==> config.mk <==
export PLATFORM = sky130hd
export DESIGN_NAME = two_button_menu_threshold_alarm
export DESIGN_NICKNAME = d
export VERILOG_FILES = /design/src/hdl/tbma_pkg.sv /design/src/hdl/tbma_menu.sv /design/src/hdl/tbma_vent.sv /design/src/hdl/two_button_menu_threshold_alarm.sv
export SDC_FILE = /design/constraint.sdc
export NUM_CORES = 1
export LEC_CHECK = 0
export BUFFER_PORTS_ARGS = -buffer_cell sky130_fd_sc_hd__buf_2
export CAP_MARGIN = 40
export CORE_MARGIN = 10
export CORE_UTILIZATION = 56
export CTS_CLUSTER_DIAMETER = 30
export DETAILED_ROUTE_END_ITERATION = 12
export HOLD_SLACK_MARGIN = 0.05
export PLACE_DENSITY = 0.89
export SLEW_MARGIN = 15
export SYNTH_ARGS = -nofsm -noshare
export SYNTH_HDL_FRONTEND = slang
export SYNTH_SLANG_ARGS = --single-unit
==> constraint.sdc <==
create_clock -name clock -period 15.9 [get_ports clock]
set_input_delay 1.59 -clock clock [delete_from_list [all_inputs] [get_ports clock]]
set_output_delay 1.59 -clock clock [all_outputs]
set_load 0.03 [all_outputs]
==> src/hdl/tbma_pkg.sv <==
package tbma_pkg;

   localparam int TEMP_FRAC_BITS_DEF = 6;

   localparam int CSR_INDEX_W = 2;
   localparam int CSR_DATA_W  = 16;

   localparam logic [CSR_INDEX_W-1:0] CSR_DEBOUNCE_MS  = 2'd0;
   localparam logic [CSR_INDEX_W-1:0] CSR_TEMP_CEILING = 2'd1;
   localparam logic [CSR_INDEX_W-1:0] CSR_GAS_CEILING  = 2'd2;
   localparam logic [CSR_INDEX_W-1:0] CSR_GAS_STEP     = 2'd3;

   localparam logic [15:0] DEBOUNCE_MS_RST  = 16'd50;
   localparam logic [6:0]  TEMP_CEILING_RST = 7'd50;
   localparam logic [9:0]  GAS_CEILING_RST  = 10'd1000;
   localparam logic [7:0]  GAS_STEP_RST     = 8'd10;

   localparam logic [6:0]  TEMP_LIMIT_RST = 7'd35;
   localparam logic [9:0]  GAS_LIMIT_RST  = 10'd900;

   localparam logic [1:0] SCREEN_MAIN     = 2'd0;
   localparam logic [1:0] SCREEN_READINGS = 2'd1;
   localparam logic [1:0] SCREEN_THRESH   = 2'd2;
   localparam logic [1:0] SCREEN_STATUS   = 2'd3;

   localparam logic [1:0] OPTION_FIRST  = 2'd0;
   localparam logic [1:0] OPTION_SECOND = 2'd1;
   localparam logic [1:0] OPTION_THIRD  = 2'd2;

   localparam logic [5:0] VENT_MAX = 6'd45;

   // x/10 for x < 1024 as (x*205) >> 11
   localparam int GAS_RECIP       = 205;
   localparam int GAS_RECIP_SHIFT = 11;
   localparam int GAS_HALF_STEP   = 5;

   // a*100/45 for a <= 45 as (a*2276) >> 10
   localparam int PCT_RECIP       = 2276;
   localparam int PCT_RECIP_SHIFT = 10;

   localparam int REQ_TDATA_W = 32;
   localparam int RSP_TDATA_W = 40;

   typedef struct packed {
      logic [15:0] debounce_ms;
      logic [6:0]  temp_ceiling;
      logic [9:0]  gas_ceiling;
      logic [7:0]  gas_step;
   } cfg_type;

   typedef struct packed {
      logic       press_a;
      logic       press_b;
      logic [1:0] screen;
      logic [1:0] option;
      logic       editing;
      logic [6:0] temp_limit;
      logic [9:0] gas_limit;
   } menu_status_type;

   typedef struct packed {
      logic       alarm_on;
      logic [5:0] vent_angle;
      logic       vent_update;
      logic [6:0] vent_percent;
   } vent_status_type;

   function automatic logic [6:0] vent_percent_of(input logic [5:0] angle);
      logic [17:0] prod;
      prod = 18'(angle) * 18'(PCT_RECIP);
      return prod[PCT_RECIP_SHIFT +: 7];
   endfunction

endpackage

==> src/hdl/tbma_menu.sv <==
module tbma_menu
   import tbma_pkg::*;
(
   input  logic            clock,
   input  logic            reset,
   input  logic            advance,
   input  logic            button_a_level,
   input  logic            button_b_level,
   input  cfg_type         cfg,
   output menu_status_type status
);

   logic [15:0] elapsed_ff, elapsed_in;
   logic        stable_a_ff, stable_a_in;
   logic        stable_b_ff, stable_b_in;
   logic [1:0]  screen_ff, screen_in;
   logic [1:0]  option_ff, option_in;
   logic        edit_ff, edit_in;
   logic [6:0]  temp_thr_ff, temp_thr_in;
   logic [9:0]  gas_thr_ff, gas_thr_in;

   logic [15:0] elapsed_inc;
   logic        lock_open;
   logic        press_a, release_a, press_b, release_b;
   logic [7:0]  temp_sum;
   logic [10:0] gas_sum;
   logic [1:0]  option_a;

   always_comb begin
      elapsed_inc = (elapsed_ff != 16'hFFFF) ? elapsed_ff + 16'd1 : elapsed_ff;
      lock_open   = elapsed_inc >= cfg.debounce_ms;
      press_a     = lock_open && !button_a_level && stable_a_ff;
      release_a   = lock_open && button_a_level && !stable_a_ff;
      press_b     = lock_open && !button_b_level && stable_b_ff;
      release_b   = lock_open && button_b_level && !stable_b_ff;

      elapsed_in  = (press_a || release_a || press_b || release_b) ? 16'd0 : elapsed_inc;
      stable_a_in = (press_a || release_a) ? button_a_level : stable_a_ff;
      stable_b_in = (press_b || release_b) ? button_b_level : stable_b_ff;

      screen_in   = screen_ff;
      option_in   = option_ff;
      edit_in     = edit_ff;
      temp_thr_in = temp_thr_ff;
      gas_thr_in  = gas_thr_ff;

      temp_sum = {1'b0, temp_thr_ff} + 8'd1;
      gas_sum  = {1'b0, gas_thr_ff} + {3'b000, cfg.gas_step};

      case (option_ff)
         OPTION_FIRST:  option_a = OPTION_SECOND;
         OPTION_SECOND: option_a = OPTION_THIRD;
         OPTION_THIRD:  option_a = OPTION_FIRST;
         default:       option_a = OPTION_SECOND;
      endcase

      // button one first
      if (press_a) begin
         if (!edit_ff) begin
            option_in = option_a;
         end else if (screen_ff == SCREEN_THRESH) begin
            if (option_ff == OPTION_FIRST) begin
               temp_thr_in = (temp_sum > {1'b0, cfg.temp_ceiling}) ?
                             cfg.temp_ceiling : temp_sum[6:0];
            end else begin
               gas_thr_in = (gas_sum > {1'b0, cfg.gas_ceiling}) ?
                            cfg.gas_ceiling : gas_sum[9:0];
            end
         end
      end

      if (press_b) begin
         case (screen_ff)
            SCREEN_MAIN: begin
               case (option_in)
                  OPTION_FIRST:  screen_in = SCREEN_READINGS;
                  OPTION_SECOND: begin
                     screen_in = SCREEN_THRESH;
                     option_in = OPTION_FIRST;
                  end
                  OPTION_THIRD:  screen_in = SCREEN_STATUS;
                  default:       screen_in = screen_ff;
               endcase
            end
            SCREEN_THRESH: begin
               if (edit_in) begin
                  edit_in   = 1'b0;
                  option_in = {1'b0, ~option_in[0]};
               end else begin
                  edit_in = 1'b1;
               end
            end
            default: begin
               screen_in = SCREEN_MAIN;
               option_in = OPTION_FIRST;
            end
         endcase
      end

      status.press_a    = press_a;
      status.press_b    = press_b;
      status.screen     = screen_in;
      status.option     = option_in;
      status.editing    = edit_in;
      status.temp_limit = temp_thr_in;
      status.gas_limit  = gas_thr_in;
   end

   always_ff @(posedge clock) begin
      if (reset) begin
         elapsed_ff  <= 16'd0;
         stable_a_ff <= 1'b1;
         stable_b_ff <= 1'b1;
         screen_ff   <= SCREEN_MAIN;
         option_ff   <= OPTION_FIRST;
         edit_ff     <= 1'b0;
         temp_thr_ff <= TEMP_LIMIT_RST;
         gas_thr_ff  <= GAS_LIMIT_RST;
      end else if (advance) begin
         elapsed_ff  <= elapsed_in;
         stable_a_ff <= stable_a_in;
         stable_b_ff <= stable_b_in;
         screen_ff   <= screen_in;
         option_ff   <= option_in;
         edit_ff     <= edit_in;
         temp_thr_ff <= temp_thr_in;
         gas_thr_ff  <= gas_thr_in;
      end
   end

endmodule

==> src/hdl/tbma_vent.sv <==
module tbma_vent
   import tbma_pkg::*;
#(
   parameter int TEMP_FRAC_BITS = TEMP_FRAC_BITS_DEF
) (
   input  logic               clock,
   input  logic               reset,
   input  logic               advance,
   input  logic               sample_valid,
   input  logic signed [15:0] temp_fixed,
   input  logic [9:0]         gas_level,
   input  logic [6:0]         temp_limit,
   input  logic [9:0]         gas_limit,
   output vent_status_type    status
);

   localparam int THR_W  = 7 + TEMP_FRAC_BITS + 1;
   localparam int DT_W   = ((THR_W > 16) ? THR_W : 16) + 1;
   localparam int PROD_W = DT_W + 4;

   logic       alarm_ff, alarm_in;
   logic [5:0] angle_ff, angle_in;
   logic       update;

   logic signed [DT_W-1:0] temp_ext, thr_ext, dt;
   logic signed [10:0]     dg;
   logic [PROD_W-1:0]      prod, tv_full;
   logic [5:0]             tv;
   logic [17:0]            gq_prod;
   logic [6:0]             gq;
   logic [8:0]             gv, ang;
   logic                   hit;

   always_comb begin
      temp_ext = DT_W'(temp_fixed);
      thr_ext  = DT_W'(temp_limit) << TEMP_FRAC_BITS;
      dt       = temp_ext - thr_ext;
      dg       = $signed({1'b0, gas_level}) - $signed({1'b0, gas_limit});
      hit      = !dt[DT_W-1] || !dg[10];

      prod    = (dt > 0) ? PROD_W'(dt) * PROD_W'(10) : '0;
      tv_full = prod >> TEMP_FRAC_BITS;
      tv      = (tv_full > PROD_W'(VENT_MAX)) ? VENT_MAX : tv_full[5:0];

      gq_prod = (dg > 0) ? 18'(dg[9:0]) * 18'(GAS_RECIP) : 18'd0;
      gq      = gq_prod[GAS_RECIP_SHIFT +: 7];
      gv      = 9'(gq) * 9'(GAS_HALF_STEP);

      ang = (9'(tv) > gv) ? 9'(tv) : gv;
      if (ang > 9'(VENT_MAX)) begin
         ang = 9'(VENT_MAX);
      end

      alarm_in = alarm_ff;
      angle_in = angle_ff;
      update   = 1'b0;
      if (sample_valid) begin
         if (hit) begin
            alarm_in = 1'b1;
            angle_in = ang[5:0];
            update   = 1'b1;
         end else if (alarm_ff) begin
            alarm_in = 1'b0;
            angle_in = 6'd0;
            update   = 1'b1;
         end
      end

      status.alarm_on     = alarm_in;
      status.vent_angle   = angle_in;
      status.vent_update  = update;
      status.vent_percent = vent_percent_of(angle_in);
   end

   always_ff @(posedge clock) begin
      if (reset) begin
         alarm_ff <= 1'b0;
         angle_ff <= 6'd0;
      end else if (advance) begin
         alarm_ff <= alarm_in;
         angle_ff <= angle_in;
      end
   end

endmodule

==> src/hdl/two_button_menu_threshold_alarm.sv <==
// Button menu and threshold alarm, one beat per millisecond tick. Each request
// beat carries both raw button levels and, when req_tuser is set, a sensor
// sample; it yields exactly one response beat with the debounced presses, the
// menu state, both thresholds, the alarm and the vent command. A beat sits in
// an input register while the debounce, menu and alarm logic updates its state
// in a single pass, and the result lands in an output register. A new beat is
// taken every cycle unless the output register holds an untaken beat; the
// state update loop sets the throughput. Configuration writes on the csr_
// channel are registered, apply from the next cycle and are always accepted.
module two_button_menu_threshold_alarm
   import tbma_pkg::*;
#(
   parameter int TEMP_FRAC_BITS = TEMP_FRAC_BITS_DEF
) (
   input  logic                   clock,
   input  logic                   reset,

   input  logic                   req_tvalid,
   output logic                   req_tready,
   // button_a_level, button_b_level, temp_fixed[15:0], gas_level[9:0], zero pad
   input  logic [REQ_TDATA_W-1:0] req_tdata,
   // sample_valid
   input  logic                   req_tuser,

   output logic                   rsp_tvalid,
   input  logic                   rsp_tready,
   // press_a, press_b, menu_screen[1:0], menu_option[1:0], editing,
   // temp_limit[6:0], gas_limit[9:0], alarm_on, vent_angle[5:0], vent_update,
   // vent_percent[6:0], zero pad
   output logic [RSP_TDATA_W-1:0] rsp_tdata,

   input  logic                   csr_valid,
   output logic                   csr_ready,
   input  logic [CSR_INDEX_W-1:0] csr_index,
   input  logic [CSR_DATA_W-1:0]  csr_data
);

   cfg_type cfg_ff, cfg_in;

   logic               in_valid_ff;
   logic               lvl_a_ff, lvl_b_ff, sample_ff;
   logic signed [15:0] temp_ff;
   logic [9:0]         gas_ff;

   logic                   out_valid_ff;
   logic [RSP_TDATA_W-1:0] out_data_ff, out_data_in;

   logic            advance;
   menu_status_type menu;
   vent_status_type vent;

   assign csr_ready  = 1'b1;
   assign advance    = in_valid_ff && (!out_valid_ff || rsp_tready);
   assign req_tready = !in_valid_ff || advance;
   assign rsp_tvalid = out_valid_ff;
   assign rsp_tdata  = out_data_ff;

   always_comb begin
      cfg_in = cfg_ff;
      if (csr_valid) begin
         case (csr_index)
            CSR_DEBOUNCE_MS:  cfg_in.debounce_ms  = csr_data;
            CSR_TEMP_CEILING: cfg_in.temp_ceiling = csr_data[6:0];
            CSR_GAS_CEILING:  cfg_in.gas_ceiling  = csr_data[9:0];
            CSR_GAS_STEP:     cfg_in.gas_step     = csr_data[7:0];
            default:          cfg_in = cfg_ff;
         endcase
      end
   end

   always_ff @(posedge clock) begin
      if (reset) begin
         cfg_ff.debounce_ms  <= DEBOUNCE_MS_RST;
         cfg_ff.temp_ceiling <= TEMP_CEILING_RST;
         cfg_ff.gas_ceiling  <= GAS_CEILING_RST;
         cfg_ff.gas_step     <= GAS_STEP_RST;
      end else begin
         cfg_ff <= cfg_in;
      end
   end

   // input register
   always_ff @(posedge clock) begin
      if (reset) begin
         in_valid_ff <= 1'b0;
      end else if (req_tready) begin
         in_valid_ff <= req_tvalid;
      end
   end

   always_ff @(posedge clock) begin
      if (req_tvalid && req_tready) begin
         lvl_a_ff  <= req_tdata[0];
         lvl_b_ff  <= req_tdata[1];
         temp_ff   <= req_tdata[17:2];
         gas_ff    <= req_tdata[27:18];
         sample_ff <= req_tuser;
      end
   end

   tbma_menu u_menu (
      .clock          (clock),
      .reset          (reset),
      .advance        (advance),
      .button_a_level (lvl_a_ff),
      .button_b_level (lvl_b_ff),
      .cfg            (cfg_ff),
      .status         (menu)
   );

   tbma_vent #(
      .TEMP_FRAC_BITS (TEMP_FRAC_BITS)
   ) u_vent (
      .clock        (clock),
      .reset        (reset),
      .advance      (advance),
      .sample_valid (sample_ff),
      .temp_fixed   (temp_ff),
      .gas_level    (gas_ff),
      .temp_limit   (menu.temp_limit),
      .gas_limit    (menu.gas_limit),
      .status       (vent)
   );

   assign out_data_in = {1'b0, vent.vent_percent, vent.vent_update, vent.vent_angle,
                         vent.alarm_on, menu.gas_limit, menu.temp_limit, menu.editing,
                         menu.option, menu.screen, menu.press_b, menu.press_a};

   // output register
   always_ff @(posedge clock) begin
      if (reset) begin
         out_valid_ff <= 1'b0;
      end else if (advance) begin
         out_valid_ff <= 1'b1;
      end else if (rsp_tready) begin
         out_valid_ff <= 1'b0;
      end
   end

   always_ff @(posedge clock) begin
      if (advance) begin
         out_data_ff <= out_data_in;
      end
   end

   a_stall_only_on_full: assert property (@(posedge clock) disable iff (reset)
      !req_tready |-> (rsp_tvalid && !rsp_tready))
      else $error("request side stalled without a blocked response beat");

   a_advance_gives_beat: assert property (@(posedge clock) disable iff (reset)
      advance |=> rsp_tvalid)
      else $error("processed beat produced no response");

   a_angle_range: assert property (@(posedge clock) disable iff (reset)
      rsp_tvalid |-> (rsp_tdata[30:25] <= VENT_MAX))
      else $error("vent angle above limit");

   a_idle_vent_closed: assert property (@(posedge clock) disable iff (reset)
      (rsp_tvalid && !rsp_tdata[24]) |-> (rsp_tdata[30:25] == 6'd0))
      else $error("vent open while alarm is off");

   a_edit_on_thresholds: assert property (@(posedge clock) disable iff (reset)
      (rsp_tvalid && rsp_tdata[6]) |-> (rsp_tdata[3:2] == SCREEN_THRESH))
      else $error("editing outside the threshold screen");

endmodule

After elaboration in Yosys (flattened, before gate mapping)
Cells that the tools add are included.

word-level totals
  input bits = 56
  flip-flop bits (word level) = 158

cells by class
  reductions and logical operators = 36
  $lt $le $gt $ge = 8
  add/subtract/negate cells = 5
  eq/ne operators = 9
  mux-type cells = 39
  multiply operators = 4
  bitwise gates (word level) = 1

operators with widths
  cell                                                                    number
  10-bit two-way mux                                                      5
  7-bit two-way mux                                                       5
  16-bit two-way mux                                                      2
  6-bit two-way mux                                                       5
  21-bit by 3-bit multiplier with 20-bit output (second input constant)   1
  21-bit two-way mux                                                      1
  10-bit by 8-bit multiplier with 18-bit output (second input constant)   1
  18-bit two-way mux                                                      1
  17-bit by 1-bit > comparator with 1-bit output (second input constant)  1
  16-bit by 14-bit subtractor with 17-bit output                          1
  16-bit by 1-bit adder with 16-bit output (second input constant)        1
  16-bit greater-or-equal comparator                                      1
  16-bit inequality test (second input constant)                          1
  15-bit by 6-bit > comparator with 1-bit output (second input constant)  1
  6-bit by 10-bit multiplier with 15-bit output (second input constant)   1
  2-bit two-way mux                                                       6
  2-bit case mux with 2 select lines                                      3
  2-bit AND reduction                                                     6
  10-bit by 8-bit adder with 11-bit output                                1
  11-bit by 1-bit > comparator with 1-bit output (second input constant)  1
  11-bit by 10-bit > comparator with 1-bit output                         1
  10-bit by 10-bit subtractor with 11-bit output                          1
  2-bit == test (second input constant)                                   5
  1-bit logical AND                                                       10
  other kinds (14)                                                        40

Logic depth before layout (Yosys ltp)
  depth after elaboration = 19
  gate-level depth with buffers = 79
  depth with buffers taken out = 77

Hierarchy
From an unflattened synthesis, not the netlist that was laid out.

second synthesis, totals
  cells, all modules = 1,399
  area total of the unflattened synthesis = 12,973.7 um^2

modules (own cells, without submodules)
  module                           cells an instance  times used  area an instance (um^2)  seq. area each (um^2)
  tbma_vent                        634                1           5,263.8                  140.1
  tbma_menu                        517                1           3,866.2                  800.8
  two_button_menu_threshold_alarm  248                1           3,843.7                  2,902.8

Worst setup path after synthesis
No wires, ideal clock.

  path type = register to register
  start = register u_menu.elapsed_ff[7]
  end = register out_data_ff[35] (netlist: rsp_tdata[35]) (data pin)
  path slack = -0.073 ns
  cell stages (with the launch flop) = 78
  buffers on the path = 3
  data arrival time = 15.716 ns
  data required time = 15.642 ns
  cells stage by stage = dfxtp_1 and3_1 and2_1 nand3_1 nor2_1 and2_1 nand4_1 and4_1 clkbuf_1 xor2_1 ha_1 a21o_1 a21o_1 a21o_1 a21o_1 a211oi_1 or3_1 a2111oi_0 [42 not listed] nor2_1 a21oi_1 a21oi_1 a21oi_1 inv_1 ha_1 ha_1 inv_1 fa_1 inv_1 ha_1 nand3_1 a21oi_1 o31ai_4 nor4_2 nor3_1 o21ba_1 xnor2_1

RTL lines
  what                    line                                    text
  start, declared         tbma_menu.sv:13                         logic [15:0] elapsed_ff, elapsed_in;
  start signal, assigned  tbma_menu.sv:120                        elapsed_ff <= elapsed_in;
  end signal, assigned    two_button_menu_threshold_alarm.sv:142  out_data_ff <= out_data_in;
  end, declared           two_button_menu_threshold_alarm.sv:46   logic [RSP_TDATA_W-1:0] out_data_ff, out_data_in;

==> run_results.csv <==
group,metric,value,unit
run_status,outcome,"completed",
setup_path,startpoint,"u_menu.elapsed_ff[9]",
die,core_area,21700,um2
sta,clock_skew,0.00636,ns
setup_path,path_class,"reg2reg",
cts,cts_tree,"built",
synth,yosysSeqAreaShare,31.3,%
drt,drc_errors,0,
synth,synth_top_family_by_area,"adder cells",
pwr,switching_share,41.0,%
global_route,grt_start_max_net_pins,66,
sta,whs,0.465,ns
global_route,overflow,0,
synth,syn_area_per_cell,9.27,um2
sta,fin_crit,15.35,ns
pwr,p_int,1.04,mW
sta,min_period_over_period,96.6,%
setup_path,max_stage_delay,0.55,ns
cts,htreeDepth,4,
sta,tightest_slew,0.924,ns
synth,ys_ff_latch,158,
pwr,combPwrFrac,49.8,%
synth,synth-main-ff-cell,"dfxtp_1",
setup_path,start_kind,"flop",
die,initial_core_util,56.7,%
die,dieArea,28300,um2
hold_path,hold_class,"reg2reg",
placed_design,portBuffers,92,
pwr,seqPwrFrac,26.1,%
drt,via_per_inst,5.95,
cts,clock_sinks,158,
setup_path,cp_max_fo,6,
sta,timing_hold_violations_final,0,
sta,setup_viol,0,
die,rows,54,
drt,vias,10300,
sta,finalSetupTns,0,ns
synth,synth_compound_area_share,16.6,%
global_route,grt_pass1_wl,48.5,mm
global_route,antenna_found_initial,1,
sta,relSlewSlack,38.0,%
sta,layout_setup_ws,0.547,ns
finish,fin_util,64.4,%
setup_path,cpLargestDelayFamily,"adder cells",
global_route,grt_pass1_vias,10200,
setup_path,worstRegToRegCells,72,
placed_design,dpl.hpwl,21.9,mm
die,io_pins,99,
setup_path,worstPathArrival,15.54,ns
hold_path,min_from,"u_menu.option_ff[1]",
synth,async_flop_share,0,%
drt,first_pass_iters,7,
placed_design,dp_slack,-0.434,ns
setup_path,end_kind,"flop",
pwr,total_power,1.76,mW
synth,syn-num-nets,1585,
placed_design,placed_cell_area,13100,um2
cts,root_buffer,"clkbuf_16",
finish,antenna_cells,0,
pwr,p_switching,0.722,mW
global_route,track_usage,20.3,%
cts,worstSkewPairLatency,0.44,ns
die,die_y,168,um
setup_path,crit_buf_inv,13,
finish,fin_nets,1691,
finish,drive_gt1_share,16.8,%
synth,synth.area.mux_share,4.91,%
drt,drt-total-wl,30.1,mm
pwr,cellPowerDensity,126,nW/um2
synth,synth_xor_xnor_area_share,5.33,%
cts,clk_path_buf_depth,2,
die,die_w,168,um
synth,synth_adder_area_share,22.2,%
sta,slew_viol_final,0,
synth,yosys.area_share.simple,14.3,%
placed_design,dp.cells,1679,
job,drv_cap,0,
setup_path,path_depth,72,
setup_path,reg2reg_from,"u_menu.elapsed_ff[9]",
hold_path,holdPathStages,2,
cts,cts.clk_slew.worst_paths,0.07,ns
synth,netlist_area,12300,um2
finish,design_area,14000,um2
pwr,peakVddDrop,0.0000957,V
drt,drt-initial-drc-count,864,
drt,routedWlPerCell,17.5,um
pwr,clock_power_share,24.1,%
synth,syn_inst,1326,
finish,area_growth,13.7,%
placed_design,routabilityCongestion,0.895,
synth,synth_edf_count,68,
synth,yosysUniqueCellTypes,83,
drt,ant_nets,0,
sta,max_freq,65.1,MHz
cts,cts_buffers,17,
setup_path,cp_slowest_cell,"a2111oi_0",
synth,yosysWarnings,0,
cts,cts_hold_buf,0,
pwr,p_leak,6.44,nW
setup_path,crit_top_cell,"inv_1",
finish,fin_cells,1725,
setup_path,critPathRequiredTime,16.09,ns
cells in the mapped netlist, drive strengths merged, types with 3 or more instances:
cell / n / area [um2]
xor2: 21 / 184
nand3: 27 / 135
o2111ai: 3 / 26.3
and4: 4 / 35.0
o21ai: 35 / 175
xnor2: 53 / 472
dfxtp: 90 / 1800
nor4: 10 / 68.8
a211oi: 21 / 168
inv: 134 / 503
and3: 10 / 62.6
or3: 4 / 25.0
nand2: 115 / 432
nor3b: 4 / 30.0
ha: 178 / 2230
buf: 7 / 37.5
nand4: 12 / 81.3
a31oi: 3 / 18.8
a21o: 21 / 158
a21oi: 96 / 480
and2: 14 / 87.6
o221ai: 5 / 43.8
o31ai: 9 / 81.3
o21a: 22 / 173
or2: 7 / 46.3
nor2b: 18 / 113
o211ai: 12 / 90.1
o21bai: 9 / 67.6
a2111oi: 4 / 35.0
edfxtp: 68 / 2040
fa: 25 / 500
a22oi: 15 / 113
a211o: 9 / 78.8
o211a: 5 / 50.1
nor2: 95 / 359
mux2i: 30 / 300
nand3b: 8 / 60.1
nand2b: 18 / 113
clkbuf: 31 / 118
mux2: 27 / 304
nor3: 10 / 50.1
power groups by stage:
stage | Combinational (mW) | Clock, mW | Sequential [mW]
after floorplan | 0.600 | 0 | 0.482
after global placement | 0.755 | 0 | 0.467
after detailed placement | 0.792 | 0 | 0.467
after CTS | 0.823 | 0.427 | 0.459
after global routing | 0.971 | 0.445 | 0.460
final | 0.876 | 0.425 | 0.459
logic make-up (layout without fill, tap and decap cells):
group / Yosys count / after routing
other: 2 / 2
adders and majority gates: 203 / 203
xor gates and xnor gates: 74 / 74
AOI/OAI and AO/OA: 296 / 296
muxes: 57 / 57
DFF: 158 / 158
buffers and inverters: 174 / 293
and+or+nand+nor: 362 / 362
tightest hold or removal path, delay by kind of cell, from the launching register on:
kind | cells | cell delay, ns
DFF | 1 | 0.31
and+or+nand+nor | 1 | 0.05
AOI/OAI and AO/OA | 1 | 0.05
registers in the layout, indices dropped and copies added (netlist names), 2 cells and up:
signal and count:
u_menu.screen_ff 2, cfg_ff 41, u_menu.elapsed_ff 16, u_menu.option_ff 2, u_menu.gas_thr_ff 10, u_vent.angle_ff 6
gas_ff 10, u_menu.temp_thr_ff 7, temp_ff 16, rsp_tdata 39
final cells by class:
cell class | instances | area (um2)
clock inverter | 14 | 165
inverter | 136 | 510
fill | 1605 | 7710
clock buffer | 18 | 439
multi-input combinational | 994 | 7940
timing repair buffer | 125 | 718
tap | 280 | 350
sequential | 158 | 3850
per-layer routing:
| metal | track usage [%] | routed length [um] | vias to the layer above |
|---|---|---|---|
| li1 | - | - | 4915 |
| met1 | 24.4 | 13000 | 4918 |
| met2 | 35.2 | 14700 | 345 |
| met3 | 4.00 | 1550 | 80 |
| met4 | 6.93 | 858 | 2 |
| met5 | 0 | 14 | - |
worst paths after layout:
check             slack, ns                  end
hold / removal         0.46  u_menu.option_ff[1]
setup reg to reg       0.55        rsp_tdata[35]
hold reg to reg        0.46  u_menu.option_ff[1]
setup / recovery       0.55        rsp_tdata[35]
cells in the final DEF (no fill, tap or decap), types with 5 or more instances in the layout:
cell	synthesis	final
ha_1	178	176
inv_1	134	133
nand2_1	115	114
buf_2	0	93
nor2_1	94	92
a21oi_1	96	90
dfxtp_1	90	86
edfxtp_1	68	68
xnor2_1	52	51
o21ai_0	34	34
mux2i_1	30	30
buf_4	3	29
nand3_1	27	27
mux2_2	27	27
fa_1	25	23
a21o_1	21	21
o21a_1	21	20
xor2_1	21	20
nand2b_1	18	18
a211oi_1	19	18
clkbuf_16	0	17
nor2b_1	18	16
a22oi_1	15	15
o211ai_1	12	12
nand4_1	11	11
and2_1	13	11
and3_1	10	10
a211o_1	9	9
nor3_1	10	9
nor4_1	9	9
nand3b_1	8	8
o21bai_1	9	8
o31ai_1	8	7
or2_2	6	6
o221ai_1	5	5
a21oi_2	0	5
o211a_1	5	5
inv_6	0	5
what timing repair did:
| action | 4_1_cts | 5_1_grt |
|---|---|---|
| buffers inserted | 3 | 10 |
| pin swaps | 3 | 13 |
| setup endpoints to repair | 7 | 7 |
| resized for setup | 9 | 34 |
Power figures use the tool's default switching activity.
